==> src/vsas_pkg.sv <==
package vsas_pkg;

  localparam int CFG_IDX_W = 3;
  localparam int CFG_DATA_W = 16;

  localparam logic [CFG_IDX_W-1:0] REG_ATT_LOW   = 3'd0;
  localparam logic [CFG_IDX_W-1:0] REG_ATT_HIGH  = 3'd1;
  localparam logic [CFG_IDX_W-1:0] REG_STRESS_HR = 3'd2;
  localparam logic [CFG_IDX_W-1:0] REG_REST_HR   = 3'd3;
  localparam logic [CFG_IDX_W-1:0] REG_MO_LOW    = 3'd4;
  localparam logic [CFG_IDX_W-1:0] REG_MO_HIGH   = 3'd5;
  localparam logic [CFG_IDX_W-1:0] REG_ALERT_EN  = 3'd6;

  localparam int IN_DATA_W = 32;
  localparam int OUT_DATA_W = 40;

  typedef enum logic [1:0] {
    KIND_SAMPLE = 2'd0,
    KIND_CAL    = 2'd1,
    KIND_CLEAR  = 2'd2,
    KIND_NONE   = 2'd3
  } kind_t;

  typedef enum logic [1:0] {
    OP_SAMPLE = 2'd0,
    OP_CAL    = 2'd1,
    OP_CLEAR  = 2'd2,
    OP_NONE   = 2'd3
  } op_t;

  typedef enum logic [1:0] {
    CLASS_LOW  = 2'd0,
    CLASS_MED  = 2'd1,
    CLASS_HIGH = 2'd2,
    CLASS_RSVD = 2'd3
  } class_t;

  typedef struct packed {
    logic [15:0] att_low;
    logic [15:0] att_high;
    logic [7:0]  stress_hr;
    logic [7:0]  rest_hr;
    logic [15:0] mo_low;
    logic [15:0] mo_high;
    logic        alert_en;
  } cfg_t;

  typedef struct packed {
    op_t         op;
    logic [7:0]  hr;
    logic [15:0] mo;
    logic [3:0]  hr_score_fixed;
    logic [3:0]  mo_score_fixed;
    logic [3:0]  spo2_score;
    logic        hr_above;
    logic        hr_below;
  } entry_t;

  localparam logic [15:0] ATT_LOW_RST   = 16'd13107;
  localparam logic [15:0] ATT_HIGH_RST  = 16'd22938;
  localparam logic [7:0]  STRESS_HR_RST = 8'd110;
  localparam logic [7:0]  REST_HR_RST   = 8'd100;
  localparam logic [15:0] MO_LOW_RST    = 16'd410;
  localparam logic [15:0] MO_HIGH_RST   = 16'd2048;

  localparam logic [15:0] Q15_ONE      = 16'd32768;
  localparam logic [15:0] STRESS_UP    = 16'd3277;
  localparam logic [15:0] STRESS_DOWN  = 16'd1638;
  localparam logic [15:0] BASE_HR_RST  = 16'd19200;
  localparam int          AUTO_CAL_COUNT = 5;

  localparam logic [15:0] HR_NEAR   = 16'd2560;
  localparam logic [15:0] HR_MID    = 16'd5120;
  localparam logic [15:0] MO_NEAR   = 16'd410;
  localparam logic [15:0] MO_MID    = 16'd1229;
  localparam logic [6:0]  SPO2_GOOD = 7'd97;
  localparam logic [6:0]  SPO2_FAIR = 7'd95;

  // floor(z / 25) = (z * Q_RECIP) >> Q_SHIFT for z below 2^20
  localparam logic [20:0] Q_RECIP = 21'd1342178;
  localparam int          Q_SHIFT = 25;
  // floor(x / 10) = (x * D10_RECIP) >> D10_SHIFT for x below 2^20
  localparam logic [20:0] D10_RECIP = 21'd1677722;
  localparam int          D10_SHIFT = 24;

endpackage

==> src/vsas_queue.sv <==
module vsas_queue (
  input  logic             clk,
  input  logic             rst,
  input  logic             push,
  input  vsas_pkg::entry_t din,
  output logic             full,
  input  logic             pop,
  output vsas_pkg::entry_t dout,
  output logic             empty
);
  import vsas_pkg::*;

  entry_t     slots [0:1];
  logic       wr_ptr;
  logic       rd_ptr;
  logic [1:0] count;

  assign full  = count == 2'd2;
  assign empty = count == 2'd0;
  assign dout  = slots[rd_ptr];

  always_ff @(posedge clk) begin
    if (rst) begin
      wr_ptr <= 1'b0;
      rd_ptr <= 1'b0;
      count  <= 2'd0;
    end else begin
      if (push) begin
        wr_ptr <= !wr_ptr;
      end
      if (pop) begin
        rd_ptr <= !rd_ptr;
      end
      if (push && !pop) begin
        count <= count + 2'd1;
      end else if (pop && !push) begin
        count <= count - 2'd1;
      end
    end
  end

  always_ff @(posedge clk) begin
    if (push) begin
      slots[wr_ptr] <= din;
    end
  end

endmodule

==> config.mk <==
export PLATFORM = sky130hd
export DESIGN_NAME = vsas_queue
export DESIGN_NICKNAME = d
export VERILOG_FILES = /design/src/vsas_pkg.sv /design/src/vsas_queue.sv
export SDC_FILE = /design/constraint.sdc
export NUM_CORES = 1
export LEC_CHECK = 0
export ABC_AREA = 1
export ABC_CLOCK_PERIOD_IN_PS = 3000
export BUFFER_PORTS_ARGS = -buffer_cell sky130_fd_sc_hd__buf_2
export CORE_ASPECT_RATIO = 1.2
export CORE_MARGIN = 4
export CORE_UTILIZATION = 47
export DETAILED_ROUTE_END_ITERATION = 8
export PLACE_DENSITY = 0.77
export SLEW_MARGIN = 25
export SYNTH_ARGS = -nofsm -noshare
export SYNTH_HDL_FRONTEND = slang
export SYNTH_SLANG_ARGS = --single-unit
==> constraint.sdc <==
create_clock -name clk -period 3 [get_ports clk]
set_input_delay 0.3 -clock clk [delete_from_list [all_inputs] [get_ports clk]]
set_output_delay 0.3 -clock clk [all_outputs]
set_load 0.01 [all_outputs]
# == After elaboration in Yosys (flattened, before gate mapping) ==
# Memory sizes are Yosys's and may differ from the RTL's. A register that Yosys moved wholly into a read port is not among the register bits.
# Cells that the tools add are included.
# word_totals
ff_bits,4
ram_bits,80
inputBits,44
out_inout_bits,42
word_cells,21
mem_count,1
# mem_list
name,depth,word_bits,read_ports,rd_clocked_by_memory_dff,wr,line,text
slots,2,40,1,1,1,vsas_queue.sv:13,entry_t slots [0:1];
# op_classes
addsub,2
eq_ne,1
n_mux,6
reduce_logical,8
# ops
op,count
$logic_not 1->1,4
$mux 1,4
$mux 2,2
$add 2x1->2 const B,1
$eq 2x2->1 const B,1
$logic_and 1x1->1,2
$logic_not 2->1,1
$reduce_bool 2->1,1
$sub 2x1->2 const B,1

# == Depth between registers and ports, before layout ==
# depth
word_depth,4
mapped_depth,8
depth_no_buf,8

# == Least setup slack after synthesis ==
# OpenSTA, ideal clock, no wires.
# synth_timing
path_kind,input-to-reg
startpoint,input push
endpoint,memory slots[0][0] (netlist name) (enable)
setup_ns,0.438
t_arrival_ns,2.023
required_ns,2.562
slack_ns,0.539
path_stages,2
path_buffers,0
cell_sequence,inv_1 nor2_1
# synth_between
elab_chain_cells,2
# synth_lines
element,line,text
"start, declared",vsas_queue.sv:4,"input logic push,"
$mux 1,vsas_queue.sv:43,if (push) begin
$mux 1 (implied by the code),vsas_queue.sv:44,slots[wr_ptr] <= din;
"end, declared",vsas_queue.sv:13,
# No other way between the ends.

==> impl_metrics.tcl <==
set metrics [dict create \
    die-area_sq_um 8020 \
    crit_path_top_delay_cell "dfxtp_2" \
    wirelength_um 5260 \
    first_pass_iters 4 \
    finClkSkew_ns 0.0103 \
    wl_per_cell_um 15.5 \
    crit_type "reg -> out" \
    status "finished clean" \
    port_buffers 85 \
    ctsResizeCount 0 \
    core-area_sq_um 6450 \
    cp.required_ns 2.70 \
    numCtsBuffers 9 \
    max_freq_ghz 0.462 \
    critPathMaxStageDelay_ns 0.95 \
    clk_pin_slew_ns 0.08 \
    rsz0062_at_grt "false" \
    fin_crit_ns 2.17 \
    synth_fp_nets 202 \
    vias_per_cell 4.71 \
    drc 0 \
    crit_arrival_ns 1.87 \
    cts_setup_buffers 0 \
    synth_area_sq_um 3120 \
    grt_max_degree 41 \
    report.final.hold_viol_count 0 \
    clock_latency_ns 0.34 \
    synthDistinctLibCells 14 \
    path_cells "mux2_2 -> buf_2" \
    n_antenna_cell 0 \
    synth_warnings 0 \
    ys_ff_latch 85 \
    hold_path.class "in -> reg" \
    fp.dieW_um 82.4 \
    ir_worst_vdd_mv 0.357 \
    fin_nets 297 \
    grtUsageTotal_pct 14.1 \
    cts_tree "built" \
    clock_path_buffers 2 \
    place.gp.congestion 0.713 \
    drt_iter0_markers 50 \
    critPathMaxFanout 40 \
    ff_latch_area_sq_um 2500 \
    n_fill_cell 525 \
    p_leak_nw 1.46 \
    die_y_um 97.3 \
    yosysSeqAreaShare_pct 80.1 \
    hpwl_um 3660 \
    worst_pin_slew_ns 0.936 \
    cap_violations 0 \
    rr_worst_depth 3 \
    tns_ns 0 \
    initial_core_util_pct 48.5 \
    drive_gt1_share_pct 55.3 \
    start_kind "flip-flop" \
    layout_worst_path_cycle_share_pct 72.2 \
    power.density_nw_per_um2 622 \
    grt_pass1_wl_um 8200 \
    area_delta_synth_final_pct 22.0 \
    finalSetupViolations 0 \
    placementRows 32 \
    antenna_found_initial 0 \
    end_kind "output pin" \
    setup_ws_ns 0.834 \
    multiInputGateArea_sq_um 551 \
    htreeDepth 3 \
    slew_headroom_pct 37.6 \
    dp_slack_ns 1.13 \
    numClockSinks 85 \
    whs_path_depth 1 \
    maxSlewViolCount 0 \
    num_vias 1600 \
    cts_root_buf "clkbuf_8" \
    ant_nets 0 \
    grt_pass1_vias 1800 \
    pin_count 86 \
    gr-total-overflow 0 \
    cts_hold_buf 0 \
    syn_inst 157 \
    avgSynthCellArea_sq_um 19.9 \
]
## power breakdown
part / leakage, nW / total (mW) / internal, mW / switching [mW]
Clock: 0.0867 / 0.719 / 0.372 / 0.347
Combinational: 0.582 / 0.249 / 0.127 / 0.122
Sequential: 0.793 / 1.41 / 1.37 / 0.0360
## kinds of logic (layout without fill, tap and decap cells)
logic type               after synthesis  count (layout)  share of synthesized area, %
flip-flops                            85              85                          80.1
AND/OR/NAND/NOR                       15              15                          1.96
adder cells (fa/ha/maj)                1               1                         0.400
XOR/XNOR                               1               1                         0.280
AO/OA/AOI/OAI                          2               2                         0.320
buffers and inverters                 13             111                          2.52
multiplexers                          40              40                          14.4
## cell type report
cell class | instances | area share [%]
Clock inverter | 3 | 1.02
Inverter | 9 | 0.886
Tap cell | 85 | 2.79
Multi-Input combinational cell | 59 | 14.4
Sequential cell | 85 | 65.7
Clock buffer | 11 | 3.45
Timing Repair Buffer | 88 | 11.7
## cells in the mapped netlist
cell type  count  area [sq um]
a21oi_1        1          5.00
buf_6          4          45.0
dfxtp_1        5           100
edfxtp_1      80          2400
ha_1           1          12.5
inv_1          9          33.8
mux2_2        40           450
nand2_1        5          18.8
nand3_1        1          5.00
nand4_1        1          6.26
nor2_1         7          26.3
nor3_1         1          5.00
o21ai_0        1          5.00
xnor2_1        1          8.76
## per-layer routing
metal  share of wire (%)  vias to the layer above  track usage, %
li1                    -                      781               -
met1                  36                      772            14.0
met2                  58                       41            25.3
met3                 5.2                        6            5.10
met4                0.95                        0            5.75
met5                   0                        -               0
## path summary, 6_finish.rpt
path | endpoint | slack, ns | startpoint
min reg2reg | flip-flop | 0.53 | rd_ptr
max reg2reg | slots[1][38] | 1.44 | wr_ptr
max | dout[11] | 0.83 | flip-flop
min | slots[1][17] | 0.14 | din[17]
## through the flow
step           total power, mW  util (%)  std cells  area (sq um)  hold slack [ns]
2_1_floorplan             1.57         -        157          3120            0.372
3_3_place_gp              1.68      56.5        326          3640            0.488
3_5_place_dp              1.69      56.5        326          3640            0.492
4_1_cts                   2.40      59.1        340          3810            0.128
5_1_grt                   2.48      59.1        340          3810            0.123
6_report                  2.37      59.1        340          3810            0.143
## cell usage in the layout, fill, tap and decap left out, types with 2 or more instances in the layout
master	netlist	routed
inv_1	9	8
edfxtp_1	80	80
buf_2	0	85
nand2_1	5	5
nor2_1	7	6
clkinv_1	0	2
mux2_2	40	40
clkbuf_1	0	2
clkbuf_8	0	9
dfxtp_1	5	4
buf_4	0	3
## sequential cells by signal (all words and copies together) (netlist names), named ones only
name	cells
count	2
rd_ptr	1
slots	80
wr_ptr	1
## critical path: cells and delay by family (launching register included)
family / cells / cell delay [ns]
buf+inv: 1 / 0.14
flops: 1 / 0.95
mux: 1 / 0.42
No activity file was read; power rests on OpenSTA's default activity.
