File: src/vsas_pkg.sv
package vsas_pkg;

  localparam int CFG_IDX_W = 3;
  localparam int CFG_DATA_W = 16;

  localparam logic [CFG_IDX_W-1:0] REG_ATT_LOW   = 3'd0;
  localparam logic [CFG_IDX_W-1:0] REG_ATT_HIGH  = 3'd1;
  localparam logic [CFG_IDX_W-1:0] REG_STRESS_HR = 3'd2;
  localparam logic [CFG_IDX_W-1:0] REG_REST_HR   = 3'd3;
  localparam logic [CFG_IDX_W-1:0] REG_MO_LOW    = 3'd4;
  localparam logic [CFG_IDX_W-1:0] REG_MO_HIGH   = 3'd5;
  localparam logic [CFG_IDX_W-1:0] REG_ALERT_EN  = 3'd6;

  localparam int IN_DATA_W = 32;
  localparam int OUT_DATA_W = 40;

  typedef enum logic [1:0] {
    KIND_SAMPLE = 2'd0,
    KIND_CAL    = 2'd1,
    KIND_CLEAR  = 2'd2,
    KIND_NONE   = 2'd3
  } kind_t;

  typedef enum logic [1:0] {
    OP_SAMPLE = 2'd0,
    OP_CAL    = 2'd1,
    OP_CLEAR  = 2'd2,
    OP_NONE   = 2'd3
  } op_t;

  typedef enum logic [1:0] {
    CLASS_LOW  = 2'd0,
    CLASS_MED  = 2'd1,
    CLASS_HIGH = 2'd2,
    CLASS_RSVD = 2'd3
  } class_t;

  typedef struct packed {
    logic [15:0] att_low;
    logic [15:0] att_high;
    logic [7:0]  stress_hr;
    logic [7:0]  rest_hr;
    logic [15:0] mo_low;
    logic [15:0] mo_high;
    logic        alert_en;
  } cfg_t;

  typedef struct packed {
    op_t         op;
    logic [7:0]  hr;
    logic [15:0] mo;
    logic [3:0]  hr_score_fixed;
    logic [3:0]  mo_score_fixed;
    logic [3:0]  spo2_score;
    logic        hr_above;
    logic        hr_below;
  } entry_t;

  localparam logic [15:0] ATT_LOW_RST   = 16'd13107;
  localparam logic [15:0] ATT_HIGH_RST  = 16'd22938;
  localparam logic [7:0]  STRESS_HR_RST = 8'd110;
  localparam logic [7:0]  REST_HR_RST   = 8'd100;
  localparam logic [15:0] MO_LOW_RST    = 16'd410;
  localparam logic [15:0] MO_HIGH_RST   = 16'd2048;

  localparam logic [15:0] Q15_ONE      = 16'd32768;
  localparam logic [15:0] STRESS_UP    = 16'd3277;
  localparam logic [15:0] STRESS_DOWN  = 16'd1638;
  localparam logic [15:0] BASE_HR_RST  = 16'd19200;
  localparam int          AUTO_CAL_COUNT = 5;

  localparam logic [15:0] HR_NEAR   = 16'd2560;
  localparam logic [15:0] HR_MID    = 16'd5120;
  localparam logic [15:0] MO_NEAR   = 16'd410;
  localparam logic [15:0] MO_MID    = 16'd1229;
  localparam logic [6:0]  SPO2_GOOD = 7'd97;
  localparam logic [6:0]  SPO2_FAIR = 7'd95;

  // floor(z / 25) = (z * Q_RECIP) >> Q_SHIFT for z below 2^20
  localparam logic [20:0] Q_RECIP = 21'd1342178;
  localparam int          Q_SHIFT = 25;
  // floor(x / 10) = (x * D10_RECIP) >> D10_SHIFT for x below 2^20
  localparam logic [20:0] D10_RECIP = 21'd1677722;
  localparam int          D10_SHIFT = 24;

endpackage

File: src/vsas_front.sv
module vsas_front (
  input  logic                               s_tvalid,
  output logic                               s_tready,
  input  logic [vsas_pkg::IN_DATA_W-1:0]     s_tdata,
  input  logic [1:0]                         s_tuser,
  input  vsas_pkg::cfg_t                     cfg,
  input  logic                               q_full,
  output logic                               q_push,
  output vsas_pkg::entry_t                   q_entry
);
  import vsas_pkg::*;

  logic [7:0]  hr;
  logic [6:0]  spo2;
  logic [15:0] mo;
  kind_t       kind;

  assign hr   = s_tdata[7:0];
  assign spo2 = s_tdata[14:8];
  assign mo   = s_tdata[30:15];
  assign kind = kind_t'(s_tuser);

  assign s_tready = !q_full;
  assign q_push   = s_tvalid && !q_full;

  always_comb begin
    q_entry = '0;
    case (kind)
      KIND_SAMPLE: q_entry.op = OP_SAMPLE;
      KIND_CAL:    q_entry.op = OP_CAL;
      KIND_CLEAR:  q_entry.op = OP_CLEAR;
      default:     q_entry.op = OP_NONE;
    endcase
    q_entry.hr = hr;
    q_entry.mo = mo;
    q_entry.hr_score_fixed = (hr != 8'd0 && hr < cfg.stress_hr) ? 4'd8 : 4'd5;
    if (mo < cfg.mo_low) begin
      q_entry.mo_score_fixed = 4'd6;
    end else if (mo < cfg.mo_high) begin
      q_entry.mo_score_fixed = 4'd8;
    end else begin
      q_entry.mo_score_fixed = 4'd4;
    end
    if (spo2 == 7'd0) begin
      q_entry.spo2_score = 4'd5;
    end else if (spo2 >= SPO2_GOOD) begin
      q_entry.spo2_score = 4'd10;
    end else if (spo2 >= SPO2_FAIR) begin
      q_entry.spo2_score = 4'd8;
    end else begin
      q_entry.spo2_score = 4'd4;
    end
    q_entry.hr_above = hr > cfg.stress_hr;
    q_entry.hr_below = hr < cfg.rest_hr;
  end

endmodule

File: config.mk
export PLATFORM = sky130hd
export DESIGN_NAME = vsas_front
export DESIGN_NICKNAME = d
export VERILOG_FILES = /design/src/vsas_pkg.sv /design/src/vsas_front.sv
export SDC_FILE = /design/constraint.sdc
export NUM_CORES = 1
export LEC_CHECK = 0
export BUFFER_PORTS_ARGS = -buffer_cell sky130_fd_sc_hd__buf_2
export CORE_ASPECT_RATIO = 1.2
export CORE_UTILIZATION = 40
export DETAILED_ROUTE_END_ITERATION = 8
export PLACE_DENSITY = 0.95
export SYNTH_ARGS = -nofsm -noshare
export SYNTH_HDL_FRONTEND = slang
export SYNTH_SLANG_ARGS = --single-unit
export TNS_END_PERCENT = 10
File: constraint.sdc
create_clock -name vclk -period 4.1
set_input_delay 0.82 -clock vclk [all_inputs]
set_output_delay 0.82 -clock vclk [all_outputs]
set_load 0.01 [all_outputs]
=== Yosys cells after proc, flatten, opt, wreduce, memory -nomap -nowiden ===
Cells that the tools add are included.

* Register bits: 0
* Output and inout port bits: 42
* Logic and storage cells: 22

* Magnitude comparators: 7
* Equality and inequality tests: 2
* Muxes and demuxes: 7
* Reductions and logical operators: 6

{| class="wikitable"
|+ Operator list
! cell !! number
|-
| less-than comparator 16 bit || 2
|-
| two-way mux 4 bit || 6
|-
| less-than comparator 8 bit || 2
|-
| >= comparator 7 bit (second input constant) || 2
|-
| greater-than comparator 8 bit || 1
|-
| nonzero test 8 bit || 1
|-
| logical NOT 7 bit || 1
|-
| one-hot mux 2 bit (3 select lines) || 1
|-
| equality test 2 x 1 -> 1 bit (second input constant) || 1
|-
| equality test 2 bit (second input constant) || 1
|-
| logical AND 1 bit || 2
|-
| logical NOT 2 bit || 1
|-
| logical NOT 1 bit || 1
|}

=== Longest topological paths before layout ===
* Depth in word-level cells: 4
* Gate-level depth with buffers: 8

=== Worst setup path before layout ===
No wires, ideal clock.

* Path kind: input -> output
* From: input port cfg[23] (netlist bit)
* To: output port q_entry[8] (netlist bit)
* Data arrival time: 2.109 ns
* Setup slack: 1.171 ns
* Stages: 7
* Path buffers: 0
* Cell sequence: inv_1 ha_1 and3_1 o21ai_4 o311ai_2 a221oi_4 a211o_1

{| class="wikitable"
|+ RTL lines
! what !! RTL line !! RTL
|-
| start, declared || vsas_front.sv:6 || <nowiki>input vsas_pkg::cfg_t cfg,</nowiki>
|-
| end, declared || vsas_front.sv:9 || <nowiki>output vsas_pkg::entry_t q_entry</nowiki>
|}

==> metrics.md <==
| Metric | Value |
|---|---|
| Syn Inst Count | 204 |
| Detailed Place HPWL | 3.28 mm |
| Worst setup path class | input pin to output pin |
| Num rows | 23 |
| Power Dens Cells | 104 nW/um2 |
| Filler Cell Count | 332 |
| Sequential power share | 0 |
| Met1 GRT Util | 0.176 |
| Fmax | 0.316 GHz |
| Register Area | 0 um2 |
| GR Layer Usage met3 | 0.0149 |
| Switch Pwr | 0.000101 W |
| Unrepaired setup endpoints after global routing | no |
| Full die area | 3950 um2 |
| Hold worst-path end | q_entry[38] |
| Syn-to-layout area delta | 29.4% |
| Post-CTS Setup Bufs | 0 |
| Starting Density | 0.433 |
| Post-Syn Area | 1480 um2 |
| CP Launch Type | input pin |
| Setup TNS | 0 ps |
| Sw Ratio | 0.506 |
| Status | finished, violations left |
| DRT antenna net count | 0 |
| Share of cells above drive strength 1 | 0.420 |
| Drt total wl | 3.44 mm |
| GRT busiest layer | met2 |
| Worst Path Arrival | 2350 ps |
| Placed cell area | 1920 um2 |
| Routed wire per std cell | 10.4 um |
| Largest net degree at the start of global routing | 5 |
| Commonest non-fill, non-tap cell in the layout | buf_2 |
| Lkg Pwr | 1.29 nW |
| Drt first pass iters | 6 |
| Crit path time final | 3170 ps |
| # setup viols final | 0 |
| Overall Power | 0.000200 W |
| Antenna cells | 0 |
| 1st-iter DRT viols | 26 |
| DP Cell Count | 332 |
| Distinct cells, synth | 29 |
| Clk network pwr share | 0 |
| Violated checks | DRC |
| Antenna violations before repair | 0 |
| Max-Cap Viols | 0 |
| M2 GR Usage | 0.382 |
| Vias in the first global route | 1495 |
| Hold Crit Class | input pin to output pin |
| GR Util All Layers | 0.171 |
| # IOs | 159 |
| Register area share after synthesis | 0 |
| Core footprint | 3420 um2 |
| Critical path endpoint category | output pin |
| First-pass GRT wire length | 5.60 mm |
| Non-Filler Instances | 332 |
| Grt ovf | 0 |
| Combinational share of power | 1.000 |
| Slew Limit Fails | 0 |
| DIE WIDTH | 57.6 um |
| Peak supply drop | 0.0000463 V |
| Port buffer count | 119 |
| Die height | 68.7 um |
| Clock buffer count in the final layout | 0 |
| Ys Warns | 0 |
| Nets@finish | 459 |
| CP Max Fanout | 3 |
| Worst hold path stage count | 0 |
| Critical path data required time | 3280 ps |
| Avg Inst Size Synth | 7.27 um2 |
| Post-route cell area | 1920 um2 |
| HP Start | s_tuser[0] |
| Via count | 1605 |
| Int Power | 0.0000989 W |
| Gpl congestion | 0.791 |
| Final hold violations | 0 |
| Final period util | 0.772 |
| CTS Hold Bufs | 0 |
| Most frequent cells in the layout | buf_2 (119), inv_1 (48), ha_1 (45) |
| Sequential cell count | 0 |
| CTS resizes | 0 |
| Vias per cell | 4.83 |
| DRC | 10 |
## area by class of cell
type                            instances  area [um2]  area share
Multi-Input combinational cell        128        1100       0.571
Timing Repair Buffer                  119         596       0.311
Tap cell                               37        46.3      0.0241
Inverter                               48         180      0.0939
## critical path, stage by stage
cell	delay [ps]
buf_2	120
ha_1	320
and3_1	200
o21ai_4	140
o311ai_2	160
a221oi_4	330
a211o_1	130
buf_2	120
## power by group through the flow
stage,Sequential (W),Combinational [W],Clock (W)
2_1_floorplan,0,0.000133,0
3_3_place_gp,0,0.000193,0
3_5_place_dp,0,0.000202,0
4_1_cts,0,0.000203,0
5_1_grt,0,0.000230,0
6_report,0,0.000200,0
## how the worst max path moves through the flow
stage                     slack, ps         end  depth (start not counted)   startpoint
after floorplan                1170  q_entry[8]                          7      cfg[23]
after global placement          940  q_entry[8]                          8  s_tdata[16]
after detailed placement        920  q_entry[8]                          8  s_tdata[21]
after CTS                       920  q_entry[8]                          8  s_tdata[21]
after global routing            810  q_entry[8]                          8  s_tdata[16]
final                           930  q_entry[8]                          8  s_tdata[21]
## Yosys cell counts, types with 3 or more instances
cell,n,area share
a21o_1,9,0.046
a21oi_1,12,0.041
and3_1,3,0.013
buf_4,27,0.14
ha_1,45,0.38
inv_1,48,0.12
nand2_1,10,0.025
nand3_1,3,0.010
nand4_1,6,0.025
nor2_1,9,0.023
nor4_1,3,0.013
o21a_1,5,0.025
o21ai_0,4,0.014
## per-layer routing
layer	up-vias	share of wire
met1	683	0.40
met3	0	0.079
met2	77	0.52
met4	0	0
met5	-	0
li1	845	-
## per-stage QoR
stage,hold slack (ps),util,setup slack (ps)
detailed placement,1640,0.560,924
CTS,1640,0.560,919
finish,1640,0.560,934
global placement,1640,0.560,938
global route,1640,0.560,810
floorplan,1680,-,1170
## cell families after synthesis
family	after synthesis	share of synthesized area
simple gates	41	0.143
buf+inv	77	0.263
fa+ha+maj	45	0.380
compound gates	40	0.212
other cells	1	0.00253
Power figures use the tool's default switching activity.
