### src/vsas_pkg.sv
package vsas_pkg;

  localparam int CFG_IDX_W = 3;
  localparam int CFG_DATA_W = 16;

  localparam logic [CFG_IDX_W-1:0] REG_ATT_LOW   = 3'd0;
  localparam logic [CFG_IDX_W-1:0] REG_ATT_HIGH  = 3'd1;
  localparam logic [CFG_IDX_W-1:0] REG_STRESS_HR = 3'd2;
  localparam logic [CFG_IDX_W-1:0] REG_REST_HR   = 3'd3;
  localparam logic [CFG_IDX_W-1:0] REG_MO_LOW    = 3'd4;
  localparam logic [CFG_IDX_W-1:0] REG_MO_HIGH   = 3'd5;
  localparam logic [CFG_IDX_W-1:0] REG_ALERT_EN  = 3'd6;

  localparam int IN_DATA_W = 32;
  localparam int OUT_DATA_W = 40;

  typedef enum logic [1:0] {
    KIND_SAMPLE = 2'd0,
    KIND_CAL    = 2'd1,
    KIND_CLEAR  = 2'd2,
    KIND_NONE   = 2'd3
  } kind_t;

  typedef enum logic [1:0] {
    OP_SAMPLE = 2'd0,
    OP_CAL    = 2'd1,
    OP_CLEAR  = 2'd2,
    OP_NONE   = 2'd3
  } op_t;

  typedef enum logic [1:0] {
    CLASS_LOW  = 2'd0,
    CLASS_MED  = 2'd1,
    CLASS_HIGH = 2'd2,
    CLASS_RSVD = 2'd3
  } class_t;

  typedef struct packed {
    logic [15:0] att_low;
    logic [15:0] att_high;
    logic [7:0]  stress_hr;
    logic [7:0]  rest_hr;
    logic [15:0] mo_low;
    logic [15:0] mo_high;
    logic        alert_en;
  } cfg_t;

  typedef struct packed {
    op_t         op;
    logic [7:0]  hr;
    logic [15:0] mo;
    logic [3:0]  hr_score_fixed;
    logic [3:0]  mo_score_fixed;
    logic [3:0]  spo2_score;
    logic        hr_above;
    logic        hr_below;
  } entry_t;

  localparam logic [15:0] ATT_LOW_RST   = 16'd13107;
  localparam logic [15:0] ATT_HIGH_RST  = 16'd22938;
  localparam logic [7:0]  STRESS_HR_RST = 8'd110;
  localparam logic [7:0]  REST_HR_RST   = 8'd100;
  localparam logic [15:0] MO_LOW_RST    = 16'd410;
  localparam logic [15:0] MO_HIGH_RST   = 16'd2048;

  localparam logic [15:0] Q15_ONE      = 16'd32768;
  localparam logic [15:0] STRESS_UP    = 16'd3277;
  localparam logic [15:0] STRESS_DOWN  = 16'd1638;
  localparam logic [15:0] BASE_HR_RST  = 16'd19200;
  localparam int          AUTO_CAL_COUNT = 5;

  localparam logic [15:0] HR_NEAR   = 16'd2560;
  localparam logic [15:0] HR_MID    = 16'd5120;
  localparam logic [15:0] MO_NEAR   = 16'd410;
  localparam logic [15:0] MO_MID    = 16'd1229;
  localparam logic [6:0]  SPO2_GOOD = 7'd97;
  localparam logic [6:0]  SPO2_FAIR = 7'd95;

  // floor(z / 25) = (z * Q_RECIP) >> Q_SHIFT for z below 2^20
  localparam logic [20:0] Q_RECIP = 21'd1342178;
  localparam int          Q_SHIFT = 25;
  // floor(x / 10) = (x * D10_RECIP) >> D10_SHIFT for x below 2^20
  localparam logic [20:0] D10_RECIP = 21'd1677722;
  localparam int          D10_SHIFT = 24;

endpackage

### src/vsas_divider.sv
module vsas_divider #(
  parameter int SUM_W = 20,
  parameter int CNT_W = 5
) (
  input  logic             clk,
  input  logic             rst,
  input  logic             start,
  input  logic [SUM_W-1:0] dividend,
  input  logic [CNT_W-1:0] divisor,
  output logic             done,
  output logic [15:0]      quotient
);
  localparam int DIV_W  = SUM_W + (SUM_W % 2);
  localparam int ITER   = DIV_W / 2;
  localparam int ITER_W = $clog2(ITER + 1);

  logic [DIV_W-1:0]  dvd;
  logic [DIV_W-1:0]  quo;
  logic [CNT_W-1:0]  rem;
  logic [CNT_W-1:0]  dsr;
  logic [ITER_W-1:0] cnt;
  logic              busy;
  logic [DIV_W-1:0]  dvd_next;
  logic [DIV_W-1:0]  quo_next;
  logic [CNT_W-1:0]  rem_next;

  // two restoring steps per cycle
  always_comb begin
    logic [CNT_W:0] r_sh;
    r_sh     = '0;
    dvd_next = dvd;
    quo_next = quo;
    rem_next = rem;
    for (int i = 0; i < 2; i++) begin
      r_sh     = {rem_next, dvd_next[DIV_W-1]};
      dvd_next = dvd_next << 1;
      if (r_sh >= {1'b0, dsr}) begin
        r_sh     = r_sh - {1'b0, dsr};
        quo_next = {quo_next[DIV_W-2:0], 1'b1};
      end else begin
        quo_next = {quo_next[DIV_W-2:0], 1'b0};
      end
      rem_next = r_sh[CNT_W-1:0];
    end
  end

  assign quotient = quo[15:0];

  always_ff @(posedge clk) begin
    if (rst) begin
      busy <= 1'b0;
      done <= 1'b0;
      cnt  <= '0;
    end else begin
      done <= 1'b0;
      if (start) begin
        busy <= 1'b1;
        cnt  <= '0;
      end else if (busy) begin
        cnt <= cnt + 1'b1;
        if (cnt == ITER_W'(ITER - 1)) begin
          busy <= 1'b0;
          done <= 1'b1;
        end
      end
    end
  end

  always_ff @(posedge clk) begin
    if (start) begin
      dvd <= DIV_W'(dividend);
      quo <= '0;
      rem <= '0;
      dsr <= divisor;
    end else if (busy) begin
      dvd <= dvd_next;
      quo <= quo_next;
      rem <= rem_next;
    end
  end

endmodule

### src/vsas_back.sv
module vsas_back #(
  parameter int WINDOW_DEPTH = 20
) (
  input  logic                            clk,
  input  logic                            rst,
  input  vsas_pkg::cfg_t                  cfg,
  input  logic                            q_empty,
  input  vsas_pkg::entry_t                q_head,
  output logic                            q_pop,
  output logic                            m_tvalid,
  input  logic                            m_tready,
  output logic [vsas_pkg::OUT_DATA_W-1:0] m_tdata
);
  import vsas_pkg::*;

  localparam int SLOT_W = (WINDOW_DEPTH > 1) ? $clog2(WINDOW_DEPTH) : 1;
  localparam int CNT_W  = $clog2(WINDOW_DEPTH + 1);
  localparam int SUM_W  = $clog2(WINDOW_DEPTH * 32768 + 1);

  typedef enum logic [6:0] {
    ST_IDLE  = 7'b0000001,
    ST_SCORE = 7'b0000010,
    ST_WIN   = 7'b0000100,
    ST_DIV   = 7'b0001000,
    ST_BLEND = 7'b0010000,
    ST_BASE  = 7'b0100000,
    ST_OUT   = 7'b1000000
  } state_t;

  state_t            state;
  entry_t            ent;
  logic [15:0]       score_window [0:WINDOW_DEPTH-1];
  logic [15:0]       old_score;
  logic [SLOT_W-1:0] write_slot;
  logic [CNT_W-1:0]  filled_count;
  logic [SUM_W-1:0]  window_sum;
  logic [15:0]       mean_attention;
  logic [15:0]       stress_value;
  logic              calibrated;
  logic [15:0]       base_hr;
  logic [15:0]       base_mo;
  logic              auto_cal;
  logic [40:0]       prod_q;
  logic [40:0]       prod_hr;
  logic [40:0]       prod_mo;

  logic [3:0]        hr_score;
  logic [3:0]        mo_score;
  logic [15:0]       hr_q88;
  logic [15:0]       hr_diff;
  logic [15:0]       mo_diff;
  logic [7:0]        k;
  logic [19:0]       z;
  logic [15:0]       q_score;
  logic              win_full;
  logic [CNT_W-1:0]  filled_next;
  logic [SUM_W-1:0]  sum_next;
  logic [16:0]       stress_up_sum;
  logic [15:0]       stress_next;
  logic [19:0]       x_hr;
  logic [19:0]       x_mo;
  class_t            cls;
  logic              alert;
  logic              out_load;
  logic              div_start;
  logic              div_done;
  logic [15:0]       div_quo;

  assign q_pop = (state == ST_IDLE) && !q_empty;

  assign hr_q88  = {ent.hr, 8'd0};
  assign hr_diff = (hr_q88 > base_hr) ? hr_q88 - base_hr : base_hr - hr_q88;
  assign mo_diff = (ent.mo > base_mo) ? ent.mo - base_mo : base_mo - ent.mo;

  always_comb begin
    if (!calibrated || ent.hr == 8'd0) begin
      hr_score = ent.hr_score_fixed;
    end else if (hr_diff < HR_NEAR) begin
      hr_score = 4'd9;
    end else if (hr_diff < HR_MID) begin
      hr_score = 4'd7;
    end else if (ent.hr_above) begin
      hr_score = 4'd3;
    end else begin
      hr_score = 4'd5;
    end
    if (!calibrated) begin
      mo_score = ent.mo_score_fixed;
    end else if (mo_diff < MO_NEAR) begin
      mo_score = 4'd9;
    end else if (mo_diff < MO_MID) begin
      mo_score = 4'd7;
    end else begin
      mo_score = 4'd4;
    end
  end

  // weighted score in units of 1/200, then Q1.15 rounded half up
  assign k = 8'(32'(hr_score) * 8 + 32'(mo_score) * 7 + 32'(ent.spo2_score) * 5);
  assign z = {k, 12'd0} + 20'd12;
  assign q_score = prod_q[Q_SHIFT+15:Q_SHIFT];

  assign win_full    = filled_count == CNT_W'(WINDOW_DEPTH);
  assign filled_next = win_full ? filled_count : filled_count + 1'b1;
  assign sum_next    = window_sum - (win_full ? SUM_W'(old_score) : '0) + SUM_W'(q_score);

  assign stress_up_sum = {1'b0, stress_value} + {1'b0, STRESS_UP};
  always_comb begin
    if (ent.hr_above) begin
      stress_next = (stress_up_sum > {1'b0, Q15_ONE}) ? Q15_ONE : stress_up_sum[15:0];
    end else if (ent.hr_below) begin
      stress_next = (stress_value > STRESS_DOWN) ? stress_value - STRESS_DOWN : 16'd0;
    end else begin
      stress_next = stress_value;
    end
  end

  assign x_hr = 20'(32'(base_hr) * 7 + 32'(ent.hr) * 768 + 5);
  assign x_mo = 20'(32'(base_mo) * 7 + 32'(ent.mo) * 3 + 5);

  always_comb begin
    if (mean_attention < cfg.att_low) begin
      cls = CLASS_LOW;
    end else if (mean_attention < cfg.att_high) begin
      cls = CLASS_MED;
    end else begin
      cls = CLASS_HIGH;
    end
  end

  assign alert     = (ent.op == OP_SAMPLE) && cfg.alert_en && (cls == CLASS_LOW);
  assign out_load  = (state == ST_OUT) && (!m_tvalid || m_tready);
  assign div_start = state == ST_WIN;

  vsas_divider #(
    .SUM_W (SUM_W),
    .CNT_W (CNT_W)
  ) u_div (
    .clk      (clk),
    .rst      (rst),
    .start    (div_start),
    .dividend (sum_next),
    .divisor  (filled_next),
    .done     (div_done),
    .quotient (div_quo)
  );

  always_ff @(posedge clk) begin
    if (rst) begin
      state          <= ST_IDLE;
      write_slot     <= '0;
      filled_count   <= '0;
      window_sum     <= '0;
      mean_attention <= Q15_ONE;
      stress_value   <= 16'd0;
      calibrated     <= 1'b0;
      base_hr        <= BASE_HR_RST;
      base_mo        <= 16'd0;
      auto_cal       <= 1'b0;
      m_tvalid       <= 1'b0;
    end else begin
      if (out_load) begin
        m_tvalid <= 1'b1;
      end else if (m_tready) begin
        m_tvalid <= 1'b0;
      end
      case (state)
        ST_IDLE: begin
          if (!q_empty) begin
            state <= ST_SCORE;
          end
        end
        ST_SCORE: begin
          case (ent.op)
            OP_SAMPLE: state <= ST_WIN;
            OP_CAL:    state <= ST_BLEND;
            OP_CLEAR: begin
              write_slot   <= '0;
              filled_count <= '0;
              window_sum   <= '0;
              calibrated   <= 1'b0;
              state        <= ST_OUT;
            end
            default:   state <= ST_OUT;
          endcase
        end
        ST_WIN: begin
          filled_count <= filled_next;
          window_sum   <= sum_next;
          write_slot   <= (write_slot == SLOT_W'(WINDOW_DEPTH - 1)) ? '0 : write_slot + 1'b1;
          stress_value <= stress_next;
          auto_cal     <= (32'(filled_next) > AUTO_CAL_COUNT) && !calibrated;
          state        <= ST_DIV;
        end
        ST_DIV: begin
          if (div_done) begin
            mean_attention <= div_quo;
            state          <= auto_cal ? ST_BLEND : ST_OUT;
          end
        end
        ST_BLEND: begin
          state <= ST_BASE;
        end
        ST_BASE: begin
          base_hr    <= prod_hr[D10_SHIFT+15:D10_SHIFT];
          base_mo    <= prod_mo[D10_SHIFT+15:D10_SHIFT];
          calibrated <= 1'b1;
          state      <= ST_OUT;
        end
        ST_OUT: begin
          if (out_load) begin
            state <= ST_IDLE;
          end
        end
        default: state <= ST_IDLE;
      endcase
    end
  end

  always_ff @(posedge clk) begin
    if (q_pop) begin
      ent <= q_head;
    end
    if (state == ST_SCORE) begin
      prod_q    <= 41'(z) * 41'(Q_RECIP);
      old_score <= score_window[write_slot];
    end
    if (state == ST_WIN) begin
      score_window[write_slot] <= q_score;
    end
    if (state == ST_BLEND) begin
      prod_hr <= 41'(x_hr) * 41'(D10_RECIP);
      prod_mo <= 41'(x_mo) * 41'(D10_RECIP);
    end
    if (out_load) begin
      m_tdata <= {4'd0, alert, calibrated, stress_value, cls, mean_attention};
    end
  end

endmodule

### config.mk
export PLATFORM = sky130hd
export DESIGN_NAME = vsas_back
export DESIGN_NICKNAME = d
export VERILOG_FILES = /design/src/vsas_pkg.sv /design/src/vsas_divider.sv /design/src/vsas_back.sv
export SDC_FILE = /design/constraint.sdc
export NUM_CORES = 2
export LEC_CHECK = 0
export ABC_AREA = 1
export BUFFER_PORTS_ARGS = -buffer_cell sky130_fd_sc_hd__buf_2
export CAP_MARGIN = 20
export CELL_PAD_IN_SITES_DETAIL_PLACEMENT = 1
export CELL_PAD_IN_SITES_GLOBAL_PLACEMENT = 1
export CORE_ASPECT_RATIO = 1.5
export CORE_MARGIN = 2
export CORE_UTILIZATION = 50
export CTS_CLUSTER_DIAMETER = 50
export DETAILED_ROUTE_END_ITERATION = 6
export PLACE_DENSITY = 0.81
export SYNTH_ARGS = -nofsm -noshare
export SYNTH_HDL_FRONTEND = slang
export SYNTH_SLANG_ARGS = --single-unit
### constraint.sdc
create_clock -name clk -period 12.1 [get_ports clk]
set_input_delay 1.815 -clock clk [delete_from_list [all_inputs] [get_ports clk]]
set_output_delay 1.815 -clock clk [all_outputs]
set_load 0.02 [all_outputs]
Word level (Yosys, flattened, before mapping) --
Memories as Yosys holds them, arrays and structs flattened. A register that Yosys moved wholly into a read port is not among the register bits. Cells that the tools add are included.
Storage, ports and cells: memories 1, register bits 350, memory bits (writable) 320
Memories:
- score_window | depth 20, width 16, read ports 1, clocked after Yosys merged registers in 1, write ports 1, RTL line vsas_back.sv:32 | logic [15:0] score_window [0:WINDOW_DEPTH-1];
Operators by class: reductions and logical operators 25, multiplexer cells 45, $add $sub $neg 20, eq/ne operators 16, $mul 9, order comparisons 13, bitwise gates (word level) 1
Operators with widths (count):
- $mux 16 | 7
- $mul 20x20->39 const B | 2
- $sub 16x16->16 | 4
- $mux 20 | 3
- $pmux 7 s7 | 1
- $add 19x18->20 | 2
- $add 20x3->20 const B | 2
- $mul 20x20->40 const B | 1
- $pmux 20 s2 | 1
- $mul 16x3->19 const B | 2
- $gt 16x16->1 | 2
- $lt 16x16->1 | 2
- $mux 7 | 4
- $mux 5 | 5
- $add 20x16->20 | 1
- $add 20x4->20 const B | 1
- $pmux 5 s2 | 2
- $sub 20x16->20 | 1
- $mul 16x2->18 const B | 1
- $add 16x12->17 const B | 1
- $gt 17x16->1 const B | 1
- $gt 16x11->1 const B | 1
- $lt 16x11->1 const B | 1
- $lt 16x12->1 const B | 1
- other kinds (42) | 80

Longest topological paths before layout --
depth in word-level cells 11, gate-level depth with buffers 58, mapped depth without buffers 58

Modules after synthesis --
From an unflattened synthesis, not the netlist that was laid out.
Second synthesis, totals: cell total of the unflattened synthesis 5769, area, all modules 52964.5 um^2
By module, submodules not included:
- vsas_back | area an instance 50284.5 um^2, seq. area each 15895.2 um^2, cells each 5450, times used 1
- vsas_divider | area an instance 2680.1 um^2, seq. area each 1291.2 um^2, cells each 319, times used 1

Worst setup path after synthesis --
No wires, ideal clock.
path kind reg2reg, from register ent[14] in the netlist's numbering, to register prod_q[35], data pin, path slack 1985 ps, clock period less this slack 10115 ps, arrival 9857 ps, cell stages (with the launch flop) 52, buffers on the path 1, library setup time 258 ps, cell sequence edfxtp_1 inv_1 ha_1 fa_1 inv_1 nand2_1 nand2_1 nand3_1 nand2_1 nand2_2 nand2_4 nand2_4 buf_6 nand2_2 nand2_1 nor2_2 nand3_1 nor2_1 (+16 left out) ha_1 inv_1 fa_1 inv_1 ha_1 fa_1 fa_1 fa_1 ha_1 ha_1 nand2_1 nor2_1 nand2_1 o211ai_1 a31oi_1 o21ai_0 a21oi_1 xnor2_1
Between the ends: longest elaborated chain between the ends 11, elaborated cells on any way between the ends 14
RTL lines:
- start: declaration | RTL line vsas_back.sv:31 | entry_t ent;
- start signal: assignment | RTL line vsas_back.sv:222 | ent <= q_head;
- $sub 16x16->16 or $gt 16x16->1 (tied branches) | RTL line vsas_back.sv:73 | assign mo_diff = (ent.mo > base_mo) ? ent.mo - base_mo : base_mo - ent.mo;
- $mux 16 * | RTL line vsas_back.sv:73
- $lt 16x11->1 | RTL line vsas_back.sv:91 | end else if (mo_diff < MO_MID) begin
- $mux 2 | RTL line vsas_back.sv:91
- $mux 4 * | RTL line vsas_back.sv:89 | end else if (mo_diff < MO_NEAR) begin
- $mux 4 * | RTL line vsas_back.sv:87 | if (!calibrated) begin
- $mul 4x3->7 * | RTL line vsas_back.sv:99 | assign k = 8'(32'(hr_score) * 8 + 32'(mo_score) * 7 + 32'(ent.spo2_score) * 5);
- $add 7x7->8 * | RTL line vsas_back.sv:99
- $add 8x7->8 * | RTL line vsas_back.sv:99
- $add 20x4->20 * | RTL line vsas_back.sv:100 | assign z = {k, 12'd0} + 20'd12;
- $mul 20x20->40 * | RTL line vsas_back.sv:225 | prod_q <= 41'(z) * 41'(Q_RECIP);
- end signal: assignment | RTL line vsas_back.sv:225
- end: declaration | RTL line vsas_back.sv:43 | logic [40:0] prod_q;
Every way passes the cells marked *; elsewhere a longest branch is shown, timed or not. A chain may end at the register's enable or synchronous reset.

Final worst setup path --
from register ent[14] in the netlist's numbering, to register prod_q[40], data pin
Same word-level chain as after synthesis.

==> impl_metrics.ini <==
[clock_tree]
clk_latency_ps = 680
h-tree-depth = 2
clk_pin_slew_worst_paths_ps = 70
cts_hold_buf = 0
root_buffer = clkbuf_16
cts.sinks = 616
cts_buffers = 60
cts.path.max_buffers = 3
tritoncts = done

[placed_design]
gp_congestion = 0.9263
dp_slack_ps = 502.5
place_area_mm2 = 0.05436
io_buffers = 114
dp_hpwl_mm = 117.7

[sta]
max-slew-margin-rel_pct = 25.52
hold_viol = 0
tightestPinTransition_ps = 1109
fin_skew_ps = 30.98
setup_tns_ps = 0
post-route-min-period_ps = 11420
slew_violations = 0
holdWs_ps = 453.2
rsz0062_at_grt = false
max_freq_mhz = 87.56
setup_viol = 0
finalCritPeriodShare_pct = 94.39
worst_slack_ps = 679.4

[route]
detail-route-antenna-nets = 0
drt_iter0_markers = 1788
via_per_inst = 5.501
dr.pass1.iters = 5
vias = 39250
drc = 0
wl_mm = 148.6
wl_per_cell_um = 20.82

[yosys]
synth-main-ff-cell = edfxtp_1
ys_seq_area_share_pct = 32.98
yosys_warnings = 0
synth_edf_count = 485
synth-async-reset-ratio_pct = 0
synth.avg_cell_area_um2 = 9.342
syn_inst = 5579
synthesis.area_mm2 = 0.05212
synthDistinctLibCells = 58
ys_ff_latch = 616

[finish]
final_cell_mix = inv_1 (1144), nand2_1 (752), ha_1 (744)
fill_cells = 11940
seqCellArea_mm2 = 0.01719
syn_to_final_growth_pct = 8.304
nets = 6974
layout.cells.most_common = inv_1
n_antenna_cell = 0
fin_area_mm2 = 0.05645
drive_gt1_share_pct = 5.557
multi_input_area_mm2 = 0.03020

[worst_setup_path]
critPathKind = reg2reg
slowest_stage = fa_1
path_buf_inv = 10
cpPeakStageDelay_ps = 840
critPathLaunch = ent[14]
cp.required_ps = 12520
r2r_start = ent[14]
start_kind = flip-flop
crit_path_end_kind = flip-flop
critPathArrivalTime_ps = 11840
crit_fanout = 16
crit_top_cell = fa_1
path_delay_family = adder cells

[min_path]
worstHoldPathType = reg2reg
hp-start = mean_attention[0]

[global_route]
grt.overflow.total = 0
grt_pass1_wl_mm = 232.4
grt_pass1_vias = 44710
grtUsageTotal_pct = 28.00
antenna_found_initial = 2
grt_max_degree = 87

[die]
die_x_um = 267.6
floorplan.initialDensity_pct = 50.22
io_pins = 167
die_h_um = 399.4
rows = 145
die_area_mm2 = 0.1069
core_area_mm2 = 0.1038

[run]
drv_cap = 0

[status]
status = finished clean
-- Yosys cell counts (all sizes together) (16+ instances only) --
| library cell | number | area [um2] |
|---|---|---|
| inv | 1155 | 4335 |
| xor2 | 112 | 980.9 |
| o22ai | 99 | 619.3 |
| nand3 | 147 | 740.7 |
| nand2 | 768 | 2933 |
| nor2 | 427 | 1610 |
| buf | 21 | 125.1 |
| a21oi | 336 | 1689 |
| ha | 744 | 9309 |
| fa | 417 | 8348 |
| nand4 | 38 | 237.7 |
| o21ai | 376 | 1893 |
| a21o | 19 | 142.6 |
| edfxtp | 485 | 14560 |
| a221o | 16 | 160.2 |
| nor3 | 29 | 156.4 |
| dfxtp | 131 | 2623 |
| xnor2 | 49 | 429.2 |
| clkbuf | 90 | 337.8 |
-- sequential cells by signal, indices dropped and copies added (netlist names), 20 cells and up --
| register | cells |
|---|---|
| score_window | 320 |
| ent | 40 |
| m_tdata | 36 |
| u_div.dvd | 20 |
| window_sum | 20 |
-- final timing paths --
path | endpoint | slack [ps] | cells past startpoint
setup / recovery | prod_q[40] | 680 | 47
hold / removal | m_tdata[0] | 450 | 0
setup reg to reg | prod_q[40] | 680 | 47
hold reg to reg | m_tdata[0] | 450 | 0
-- through the flow --
step / cells / util [%]
after global placement: 7021 / 52.38
after floorplan: 5582 / -
after detailed placement: 7021 / 52.38
final: 7136 / 54.39
after CTS: 7135 / 54.37
after global routing: 7136 / 54.39
-- routing by layer --
layer	wire length (um)	global-route usage [%]	vias up	share of wire [%]
met5	0	0	-	0
li1	-	-	18430	-
met2	82970	55.85	775	56
met3	3503	1.877	435	2.4
met1	52340	27.91	19610	35
met4	9764	16.61	0	6.6
-- cells by family after synthesis --
logic type | Yosys count | share of synthesized area, %
AND/OR/NAND/NOR | 1442 | 11.34
buffers and inverters | 1268 | 9.221
adder cells (fa/ha/maj) | 1161 | 33.88
AO/OA/AOI/OAI | 930 | 9.872
flip-flops | 616 | 32.98
XOR/XNOR | 161 | 2.706
other | 1 | 0.007195
-- cell type report --
cell class | count | area share, %
clock inverter | 47 | 0.9554
sequential | 616 | 30.46
multi-input combinational | 3698 | 53.51
timing repair buffer | 155 | 1.578
inverter | 1157 | 7.698
tap | 1396 | 3.094
clock buffer | 67 | 2.707
-- what timing repair did --
| action | CTS | global route |
|---|---|---|
| setup endpoints to repair | 0 | 2 |
| gates resized for setup | 0 | 1 |
| setup buffers | 0 | 0 |
Power is not shown: default switching activity piles up to over one toggle a cycle in this logic, so the estimate is an artifact.
